File: config.mk
export PLATFORM = sky130hd
export DESIGN_NAME = size_class_block_allocator_core
export DESIGN_NICKNAME = d
export VERILOG_FILES = /design/src/design/scba_pkg.sv /design/src/design/size_class_block_allocator_core.sv /design/src/design/scba_ram.sv /design/src/design/scba_ctrl.sv /design/src/design/scba_dp.sv
export SDC_FILE = /design/constraint.sdc
export NUM_CORES = 2
export LEC_CHECK = 0
export ABC_CLOCK_PERIOD_IN_PS = 29400
export BUFFER_PORTS_ARGS = -buffer_cell sky130_fd_sc_hd__buf_2
export CORE_ASPECT_RATIO = 0.9
export CORE_MARGIN = 2
export CORE_UTILIZATION = 40
export DETAILED_ROUTE_END_ITERATION = 10
export PLACE_DENSITY = 0.64
export SLEW_MARGIN = 0
export SYNTH_ARGS = -nofsm -noshare
export SYNTH_HDL_FRONTEND = slang
export SYNTH_SLANG_ARGS = --single-unit
File: constraint.sdc
create_clock -name clk -period 29.4 [get_ports clk]
set_clock_uncertainty 0.1 [all_clocks]
set_input_delay 2.94 -clock clk [delete_from_list [all_inputs] [get_ports clk]]
set_output_delay 2.94 -clock clk [all_outputs]
set_load 0.01 [all_outputs]
File: src/design/scba_pkg.sv
package scba_pkg;

  localparam int NUM_CLASSES      = 6;
  localparam int MIN_BLOCK_BYTES  = 64;
  localparam int BLOCKS_PER_CLASS = 64;

  localparam int MIN_SHIFT = $clog2(MIN_BLOCK_BYTES);

  // Fixed field widths
  localparam int CLS_W    = 3;
  localparam int SIZE_W   = 16;
  localparam int ADDR_W   = 32;
  localparam int STATUS_W = 3;

  localparam int CIDX_W     = (NUM_CLASSES > 1) ? $clog2(NUM_CLASSES) : 1;
  localparam int SLOT_W     = (BLOCKS_PER_CLASS > 1) ? $clog2(BLOCKS_PER_CLASS) : 1;
  localparam int CNT_W      = $clog2(BLOCKS_PER_CLASS + 1);
  localparam int RING_DEPTH = NUM_CLASSES * BLOCKS_PER_CLASS;
  localparam int RADDR_W    = (RING_DEPTH > 1) ? $clog2(RING_DEPTH) : 1;

  // Region offsets are carried one bit above the address width
  localparam int START_W = ADDR_W + 1;

  localparam logic CMD_ALLOC = 1'b0;
  localparam logic CMD_FREE  = 1'b1;

  typedef enum logic [STATUS_W-1:0] {
    ST_OK       = 3'd0,
    ST_BAD_SIZE = 3'd1,
    ST_EMPTY    = 3'd2,
    ST_OUTSIDE  = 3'd3,
    ST_FULL     = 3'd4
  } status_t;

  typedef enum logic [2:0] {
    S_CLEAR,
    S_IDLE,
    S_DECODE,
    S_ACCESS,
    S_READ
  } state_t;

  typedef struct packed {
    logic clr_wr;
    logic capture;
    logic decode;
    logic access;
    logic finish;
  } ctl_t;

  typedef struct packed {
    logic clr_last;
    logic alloc_go;
  } sts_t;

  function automatic logic [START_W-1:0] class_bytes(input int unsigned c);
    logic [63:0] v;
    v = 64'(MIN_BLOCK_BYTES) << c;
    return v[START_W-1:0];
  endfunction

  function automatic logic [START_W-1:0] class_start(input int unsigned c);
    logic [63:0] v;
    v = 64'(MIN_BLOCK_BYTES) * 64'(BLOCKS_PER_CLASS) * ((64'd1 << c) - 64'd1);
    return v[START_W-1:0];
  endfunction

  localparam logic [START_W-1:0] MAX_BYTES = class_bytes(NUM_CLASSES - 1);

endpackage

File: src/design/size_class_block_allocator_core.sv
// Fixed-block allocator with six size classes (64 to 2048 bytes, 64 blocks each),
// regions packed upward from region_base. Pulse start while busy is low; a free
// or any error answers with done once its request is decoded and checked against
// its class; a good allocate also reads the class ring (a synchronous RAM) and
// forms the address. busy stays high until the answer is registered, so one
// request is in flight at a time. The done beat lasts one cycle and cannot be
// held off. After reset the block stays busy while it loads the free rings;
// region_base may be written at any time (cfg_ready is always high) but must
// only change while no request is in flight.
module size_class_block_allocator_core import scba_pkg::*; (
  input  logic                clk,
  input  logic                rst,
  input  logic                start,
  output logic                busy,
  input  logic                cmd,
  input  logic [SIZE_W-1:0]   req_size,
  input  logic [ADDR_W-1:0]   free_addr,
  input  logic                cfg_valid,
  output logic                cfg_ready,
  input  logic [ADDR_W-1:0]   cfg_data,
  output logic                done,
  output logic [STATUS_W-1:0] status,
  output logic [ADDR_W-1:0]   block_addr,
  output logic [CLS_W-1:0]    size_class
);

  ctl_t ctl;
  sts_t sts;

  assign cfg_ready = 1'b1;

  scba_ctrl u_ctrl (
    .clk   (clk),
    .rst   (rst),
    .start (start),
    .sts   (sts),
    .ctl   (ctl),
    .busy  (busy)
  );

  scba_dp u_dp (
    .clk        (clk),
    .rst        (rst),
    .ctl        (ctl),
    .sts        (sts),
    .cmd        (cmd),
    .req_size   (req_size),
    .free_addr  (free_addr),
    .cfg_valid  (cfg_valid && cfg_ready),
    .cfg_data   (cfg_data),
    .done       (done),
    .status     (status),
    .block_addr (block_addr),
    .size_class (size_class)
  );

  a_done_idle: assert property (@(posedge clk) disable iff (rst)
    done |-> !busy)
    else $error("result beat while a request is still in flight");

  a_accept_busy: assert property (@(posedge clk) disable iff (rst)
    (start && !busy) |=> busy)
    else $error("busy did not rise after an accepted request");

  a_class_range: assert property (@(posedge clk) disable iff (rst)
    done |-> (size_class < CLS_W'(NUM_CLASSES)))
    else $error("reported class out of range");

  a_err_addr: assert property (@(posedge clk) disable iff (rst)
    (done && (status != ST_OK)) |-> (block_addr == '0))
    else $error("nonzero address on an error result");

  a_err_cls: assert property (@(posedge clk) disable iff (rst)
    (done && ((status == ST_BAD_SIZE) || (status == ST_OUTSIDE))) |-> (size_class == '0))
    else $error("class reported on a size or range error");

endmodule

File: src/design/scba_ram.sv
module scba_ram #(
  parameter int WIDTH = 8,
  parameter int DEPTH = 16
) (
  input  logic                                      clk,
  input  logic                                      we,
  input  logic [((DEPTH > 1) ? $clog2(DEPTH) : 1)-1:0] waddr,
  input  logic [WIDTH-1:0]                          wdata,
  input  logic                                      re,
  input  logic [((DEPTH > 1) ? $clog2(DEPTH) : 1)-1:0] raddr,
  output logic [WIDTH-1:0]                          rdata
);

  logic [WIDTH-1:0] mem [DEPTH];

  always_ff @(posedge clk) begin
    if (we) begin
      mem[waddr] <= wdata;
    end
    if (re) begin
      rdata <= mem[raddr];
    end
  end

endmodule

File: src/design/scba_ctrl.sv
module scba_ctrl import scba_pkg::*; (
  input  logic clk,
  input  logic rst,
  input  logic start,
  input  sts_t sts,
  output ctl_t ctl,
  output logic busy
);

  state_t state;
  state_t state_next;

  always_ff @(posedge clk) begin
    if (rst) begin
      state <= S_CLEAR;
    end else begin
      state <= state_next;
    end
  end

  always_comb begin
    state_next = state;
    ctl        = '0;
    unique case (state)
      S_CLEAR: begin
        ctl.clr_wr = 1'b1;
        if (sts.clr_last) begin
          state_next = S_IDLE;
        end
      end
      S_IDLE: begin
        if (start) begin
          ctl.capture = 1'b1;
          state_next  = S_DECODE;
        end
      end
      S_DECODE: begin
        ctl.decode = 1'b1;
        state_next = S_ACCESS;
      end
      S_ACCESS: begin
        ctl.access = 1'b1;
        state_next = sts.alloc_go ? S_READ : S_IDLE;
      end
      S_READ: begin
        ctl.finish = 1'b1;
        state_next = S_IDLE;
      end
      default: begin
        state_next = S_IDLE;
      end
    endcase
  end

  assign busy = (state != S_IDLE);

endmodule

File: src/design/scba_dp.sv
module scba_dp import scba_pkg::*; (
  input  logic              clk,
  input  logic              rst,
  input  ctl_t              ctl,
  output sts_t              sts,
  input  logic              cmd,
  input  logic [SIZE_W-1:0] req_size,
  input  logic [ADDR_W-1:0] free_addr,
  input  logic              cfg_valid,
  input  logic [ADDR_W-1:0] cfg_data,
  output logic              done,
  output logic [STATUS_W-1:0] status,
  output logic [ADDR_W-1:0] block_addr,
  output logic [CLS_W-1:0]  size_class
);

  logic [ADDR_W-1:0]  region_base;

  logic               cmd_q;
  logic [SIZE_W-1:0]  size_q;
  logic [ADDR_W-1:0]  faddr_q;

  logic [CLS_W-1:0]   cls_q;
  status_t            st_q;
  logic [START_W-1:0] off_q;
  logic [START_W-1:0] sel_start;
  logic [ADDR_W-1:0]  base_start;

  logic [SLOT_W-1:0]  head  [NUM_CLASSES];
  logic [SLOT_W-1:0]  tail  [NUM_CLASSES];
  logic [CNT_W-1:0]   count [NUM_CLASSES];

  logic [RADDR_W-1:0] clr_addr;
  logic [SLOT_W-1:0]  clr_slot;

  // decode stage
  logic [CLS_W-1:0]   acls;
  logic [CLS_W-1:0]   fcls;
  logic [CLS_W-1:0]   cls_d;
  status_t            st_d;
  logic [START_W-1:0] off_d;
  logic [START_W-1:0] start_d;
  logic               in_range;
  logic               bad_size;

  always_comb begin
    acls     = '0;
    fcls     = '0;
    off_d    = {1'b0, faddr_q - region_base};
    in_range = (off_d < class_start(NUM_CLASSES));
    bad_size = (size_q == '0) || (START_W'(size_q) > MAX_BYTES);
    for (int c = 0; c < NUM_CLASSES; c++) begin
      if (START_W'(size_q) > class_bytes(c)) begin
        acls = CLS_W'(c + 1);
      end
      if (off_d >= class_start(c)) begin
        fcls = CLS_W'(c);
      end
    end
    if (cmd_q == CMD_ALLOC) begin
      st_d  = bad_size ? ST_BAD_SIZE : ST_OK;
      cls_d = bad_size ? '0 : acls;
    end else begin
      st_d  = in_range ? ST_OK : ST_OUTSIDE;
      cls_d = in_range ? fcls : '0;
    end
    start_d = '0;
    for (int c = 0; c < NUM_CLASSES; c++) begin
      if (cls_d == CLS_W'(c)) begin
        start_d = class_start(c);
      end
    end
  end

  // access stage
  logic [CIDX_W-1:0]  ci;
  logic [CNT_W-1:0]   cnt;
  logic [SLOT_W-1:0]  hd;
  logic [SLOT_W-1:0]  tl;
  status_t            acc_st;
  logic               alloc_go;
  logic               free_go;
  logic [START_W-1:0] rel;
  logic [SLOT_W-1:0]  blk;
  logic [RADDR_W-1:0] ring_base;
  logic               ram_we;
  logic [RADDR_W-1:0] ram_waddr;
  logic [SLOT_W-1:0]  ram_wdata;
  logic [RADDR_W-1:0] ram_raddr;
  logic [SLOT_W-1:0]  ram_rdata;

  always_comb begin
    ci  = cls_q[CIDX_W-1:0];
    cnt = count[ci];
    hd  = head[ci];
    tl  = tail[ci];
    if (st_q != ST_OK) begin
      acc_st = st_q;
    end else if (cmd_q == CMD_ALLOC) begin
      acc_st = (cnt == '0) ? ST_EMPTY : ST_OK;
    end else begin
      acc_st = (cnt >= CNT_W'(BLOCKS_PER_CLASS)) ? ST_FULL : ST_OK;
    end
    alloc_go  = (acc_st == ST_OK) && (cmd_q == CMD_ALLOC);
    free_go   = (acc_st == ST_OK) && (cmd_q == CMD_FREE);
    rel       = off_q - sel_start;
    blk       = SLOT_W'(rel >> (MIN_SHIFT + cls_q));
    ring_base = RADDR_W'(ci) * RADDR_W'(BLOCKS_PER_CLASS);
    ram_raddr = ring_base + RADDR_W'(hd);
    ram_we    = ctl.clr_wr || (ctl.access && free_go);
    ram_waddr = ctl.clr_wr ? clr_addr : (ring_base + RADDR_W'(tl));
    ram_wdata = ctl.clr_wr ? clr_slot : blk;
  end

  assign sts.alloc_go = alloc_go;
  assign sts.clr_last = (clr_addr == RADDR_W'(RING_DEPTH - 1));

  scba_ram #(
    .WIDTH (SLOT_W),
    .DEPTH (RING_DEPTH)
  ) u_ring (
    .clk   (clk),
    .we    (ram_we),
    .waddr (ram_waddr),
    .wdata (ram_wdata),
    .re    (ctl.access && alloc_go),
    .raddr (ram_raddr),
    .rdata (ram_rdata)
  );

  always_ff @(posedge clk) begin
    if (rst) begin
      region_base <= '0;
    end else if (cfg_valid) begin
      region_base <= cfg_data;
    end
  end

  // sweep the ring once after reset: slot i of each class holds block i
  always_ff @(posedge clk) begin
    if (rst) begin
      clr_addr <= '0;
      clr_slot <= '0;
    end else if (ctl.clr_wr) begin
      clr_addr <= clr_addr + 1'b1;
      clr_slot <= (clr_slot == SLOT_W'(BLOCKS_PER_CLASS - 1)) ? '0 : clr_slot + 1'b1;
    end
  end

  always_ff @(posedge clk) begin
    if (ctl.capture) begin
      cmd_q   <= cmd;
      size_q  <= req_size;
      faddr_q <= free_addr;
    end
    if (ctl.decode) begin
      cls_q     <= cls_d;
      st_q      <= st_d;
      off_q     <= off_d;
      sel_start <= start_d;
    end
    if (ctl.access) begin
      base_start <= region_base + sel_start[ADDR_W-1:0];
    end
  end

  always_ff @(posedge clk) begin
    if (rst) begin
      for (int c = 0; c < NUM_CLASSES; c++) begin
        head[c]  <= '0;
        tail[c]  <= '0;
        count[c] <= CNT_W'(BLOCKS_PER_CLASS);
      end
    end else if (ctl.access) begin
      if (alloc_go) begin
        head[ci]  <= (hd == SLOT_W'(BLOCKS_PER_CLASS - 1)) ? '0 : hd + 1'b1;
        count[ci] <= cnt - 1'b1;
      end else if (free_go) begin
        tail[ci]  <= (tl == SLOT_W'(BLOCKS_PER_CLASS - 1)) ? '0 : tl + 1'b1;
        count[ci] <= cnt + 1'b1;
      end
    end
  end

  // result beat
  always_ff @(posedge clk) begin
    if (rst) begin
      done <= 1'b0;
    end else begin
      done <= (ctl.access && !alloc_go) || ctl.finish;
    end
  end

  always_ff @(posedge clk) begin
    if (ctl.access && !alloc_go) begin
      status     <= acc_st;
      block_addr <= '0;
      size_class <= cls_q;
    end else if (ctl.finish) begin
      status     <= ST_OK;
      block_addr <= base_start + (ADDR_W'(ram_rdata) << (MIN_SHIFT + cls_q));
      size_class <= cls_q;
    end
  end

endmodule

==> impl_metrics.env <==
export IMPL_status="finished, violations left"
export IMPL_violations="capacitance limit, slew limit"
export IMPL_fp_coreArea_mm2=0.276
export IMPL_fmax_ghz=0.136
export IMPL_cts_tree="done"
export IMPL_setup_slack_ns=22.03
export IMPL_crit_arrival_ns=8.01
export IMPL_clk_pin_slew_ns=0.06
export IMPL_synthDistinctLibCells=88
export IMPL_postSynthAreaPerCell_um2=13.4
export IMPL_switching_power_mw=1.70
export IMPL_nNetsFinal=8472
export IMPL_numCtsBuffers=274
export IMPL_ys_ff_latch=2658
export IMPL_io_buffers=124
export IMPL_total_power_mw=7.83
export IMPL_grt_util_met2=0.344
export IMPL_period_minus_slack_ns=7.37
export IMPL_slowest_delay_ns=0.80
export IMPL_via_per_inst=5.95
export IMPL_first_pass_iters=11
export IMPL_cts_resized=0
export IMPL_p_int_mw=6.13
export IMPL_routabilityCongestion=0.887
export IMPL_cp_start_kind="register"
export IMPL_synth_edf_count=2572
export IMPL_switching_share=0.217
export IMPL_yosysSeqAreaShare=0.710
export IMPL_p_leak_nw=41.8
export IMPL_crit_path_cell_trace="buf_4 -> or2_2 -> o22a_4 -> nand2_8 -> inv_8 -> buf_12 -> buf_4 -> nand2_1 -> and3_1 -> a311oi_1 -> a311oi_1 -> o32ai_1 -> o22ai_1 -> o221ai_1 -> and4_1"
export IMPL_fin_setup_tns_ns=0
export IMPL_grt_first_pass_wirelength_um=477000
export IMPL_synth_area_leaders="edfxtp_1 69%, nand2_1 5.4%, mux2i_1 3.3%"
export IMPL_fillers=24400
export IMPL_power_share_sequential=0.532
export IMPL_critPathKind="register to register"
export IMPL_tightest_slew_ns=1.52
export IMPL_period_share=0.251
export IMPL_clkSinkCount=2658
export IMPL_pin_count=126
export IMPL_htreeDepth=5
export IMPL_grt_use_met3=0.0510
export IMPL_num_rows=183
export IMPL_final_cell_mix="2572 x edfxtp_1, 1578 x nand2_1, 652 x nor2_1"
export IMPL_slew_violations=2
export IMPL_setup_viol=0
export IMPL_maxCapViolCount=1
export IMPL_drive_gt1_frac=0.0944
export IMPL_ys_flop_type="edfxtp_1"
export IMPL_syn_inst=8316
export IMPL_rsz0062_at_grt="no"
export IMPL_cp_max_fo=140
export IMPL_wl_per_cell_um=27.0
export IMPL_yosysTopAreaCellShare=0.695
export IMPL_grt_pass1_vias=69000
export IMPL_dp_hpwl_um=189000
export IMPL_synth_nets=8479
export IMPL_busiest_layer="met2"
export IMPL_die_y_um=504
export IMPL_grt_max_degree=228
export IMPL_root_buffer="clkbuf_16"
export IMPL_use_met1=0.318
export IMPL_synthesis_area_mm2=0.111
export IMPL_hold_ws_ns=0.356
export IMPL_ant_nets=0
export IMPL_wirelength_um=330000
export IMPL_comb_power_share=0.040
export IMPL_power_density_mw_per_mm2=63.2
export IMPL_crit_path_end_kind="register"
export IMPL_die_x_um=560
export IMPL_overflow=0
export IMPL_initial_core_util=0.402
export IMPL_cts_max_path_buffers=4
export IMPL_hold_class="register to register"
export IMPL_clkLatencyLatePin_ns=0.86
export IMPL_die_area_mm2=0.282
export IMPL_hold_violations=0
export IMPL_grt_usage=0.226
export IMPL_layout_commonest_cell="edfxtp_1"
export IMPL_drt_iter0_drc=10700
export IMPL_maxSlewHeadroom=-0.0216
export IMPL_area_growth_pct=11.4
export IMPL_fin_util=0.448
export IMPL_synth_top_area_cell="edfxtp_1"
export IMPL_postCtsSetupBuffers=0
export IMPL_cpMaxStageDelayCell="buf_4"
export IMPL_yosysWarnings=0
export IMPL_vias=72600
export IMPL_drc=0
export IMPL_ctsHoldBuffers=0
export IMPL_pre_cts_slack_ns=22.25
export IMPL_antenna_found_initial=19
export IMPL_peakVddDrop_mv=0.0513
export IMPL_p_clk_frac=0.429
export IMPL_synthArstFlopShare=0
export IMPL_required_ns=30.04
-- sequential cells by signal, indices dropped and copies added (netlist names), 16 cells and up, named ones only --
name / count
u_dp.size_q: 16
u_dp.faddr_q: 32
u_dp.u_ring.mem: 2304
u_dp.head: 48
u_dp.count: 56
u_dp.region_base: 32
u_dp.tail: 48
u_dp.base_start: 32
u_dp.block_addr: 32
-- through the flow --
step / area [um2] / cells
after floorplan: 111000 / 8316
after global placement: 115000 / 11700
after detailed placement: 115000 / 11700
after CTS: 124000 / 12200
after global routing: 124000 / 12200
final: 124000 / 12200
-- synthesized netlist by cell type, types with 21 or more instances --
master and count:
buf_2 226, a22oi_1 31, and3_1 145, inv_1 101
a2111oi_0 21, edfxtp_1 2572, xnor2_1 59, ha_1 73
buf_6 30, o22ai_1 82, nor3_1 76, a31oi_1 100
mux4_2 74, nand3_1 539, o21ai_0 137, clkbuf_1 208
xor2_1 32, dfxtp_1 86, mux2i_1 365, mux2_2 21
o211ai_1 31, buf_1 59, a211oi_1 114, a21o_1 33
and2_1 31, a21oi_1 281, nand2b_1 24, buf_4 25
nor4_1 39, nor2_1 659, nand2_1 1594, a311oi_1 152
o221ai_1 97
-- power by group through the flow --
stage               clock network [mW]  logic, mW  registers, mW
finish                            3.36      0.312           4.16
global route                      3.52      0.327           4.16
CTS                               3.38      0.306           4.16
detailed placement                   0      0.305           4.24
global placement                     0      0.300           4.24
floorplan                            0      0.172           4.29
-- layer usage --
metal,up-vias,part of all wire
met5,-,0.00022
li1,31200,-
met2,4274,0.45
met1,36500,0.40
met3,659,0.11
met4,12,0.037
-- logic make-up (layout without fill, tap and decap cells) --
kind of cell | count (synthesis) | in the layout | share of synthesized area
and+or+nand+nor | 3175 | 3175 | 0.122
DFF | 2658 | 2658 | 0.710
AOI/OAI and AO/OA | 1198 | 1198 | 0.0736
buffers and inverters | 652 | 841 | 0.0274
muxes | 463 | 463 | 0.0507
xor gates and xnor gates | 91 | 91 | 0.00717
adders and majority gates | 78 | 78 | 0.00912
other | 1 | 12 | 0.0000337
-- final cells by class --
cell class / instances / area [um2] / area share
diodes: 11 / 27.5 / 0.000222
clock buffers: 348 / 7360 / 0.0595
repair buffers: 265 / 1930 / 0.0156
well taps: 3700 / 4630 / 0.0374
inverters: 104 / 405 / 0.00327
flip-flops and latches: 2658 / 79000 / 0.638
clock inverters: 124 / 1060 / 0.00860
multi-input cells: 5006 / 29500 / 0.238
-- worst max-delay path, delay by kind of cell (launching register included) --
family	cells	cell delay [ns]
AO/OA/AOI/OAI	6	2.24
buffers and inverters	4	2.63
AND/OR/NAND/NOR	5	1.44
flip-flops	1	0.31
-- path summary, 6_finish.rpt --
kind | endpoint | from | slack (ns) | cells after the start
hold reg to reg | u_dp.block_addr[17] | u_dp.block_addr[17] | 0.36 | 2
hold / removal | u_dp.block_addr[17] | u_dp.block_addr[17] | 0.36 | 2
setup reg to reg | u_dp.u_ring.rdata[2] | register | 22.03 | 15
setup / recovery | u_dp.u_ring.rdata[2] | register | 22.03 | 15
Power figures use the tool's default switching activity.
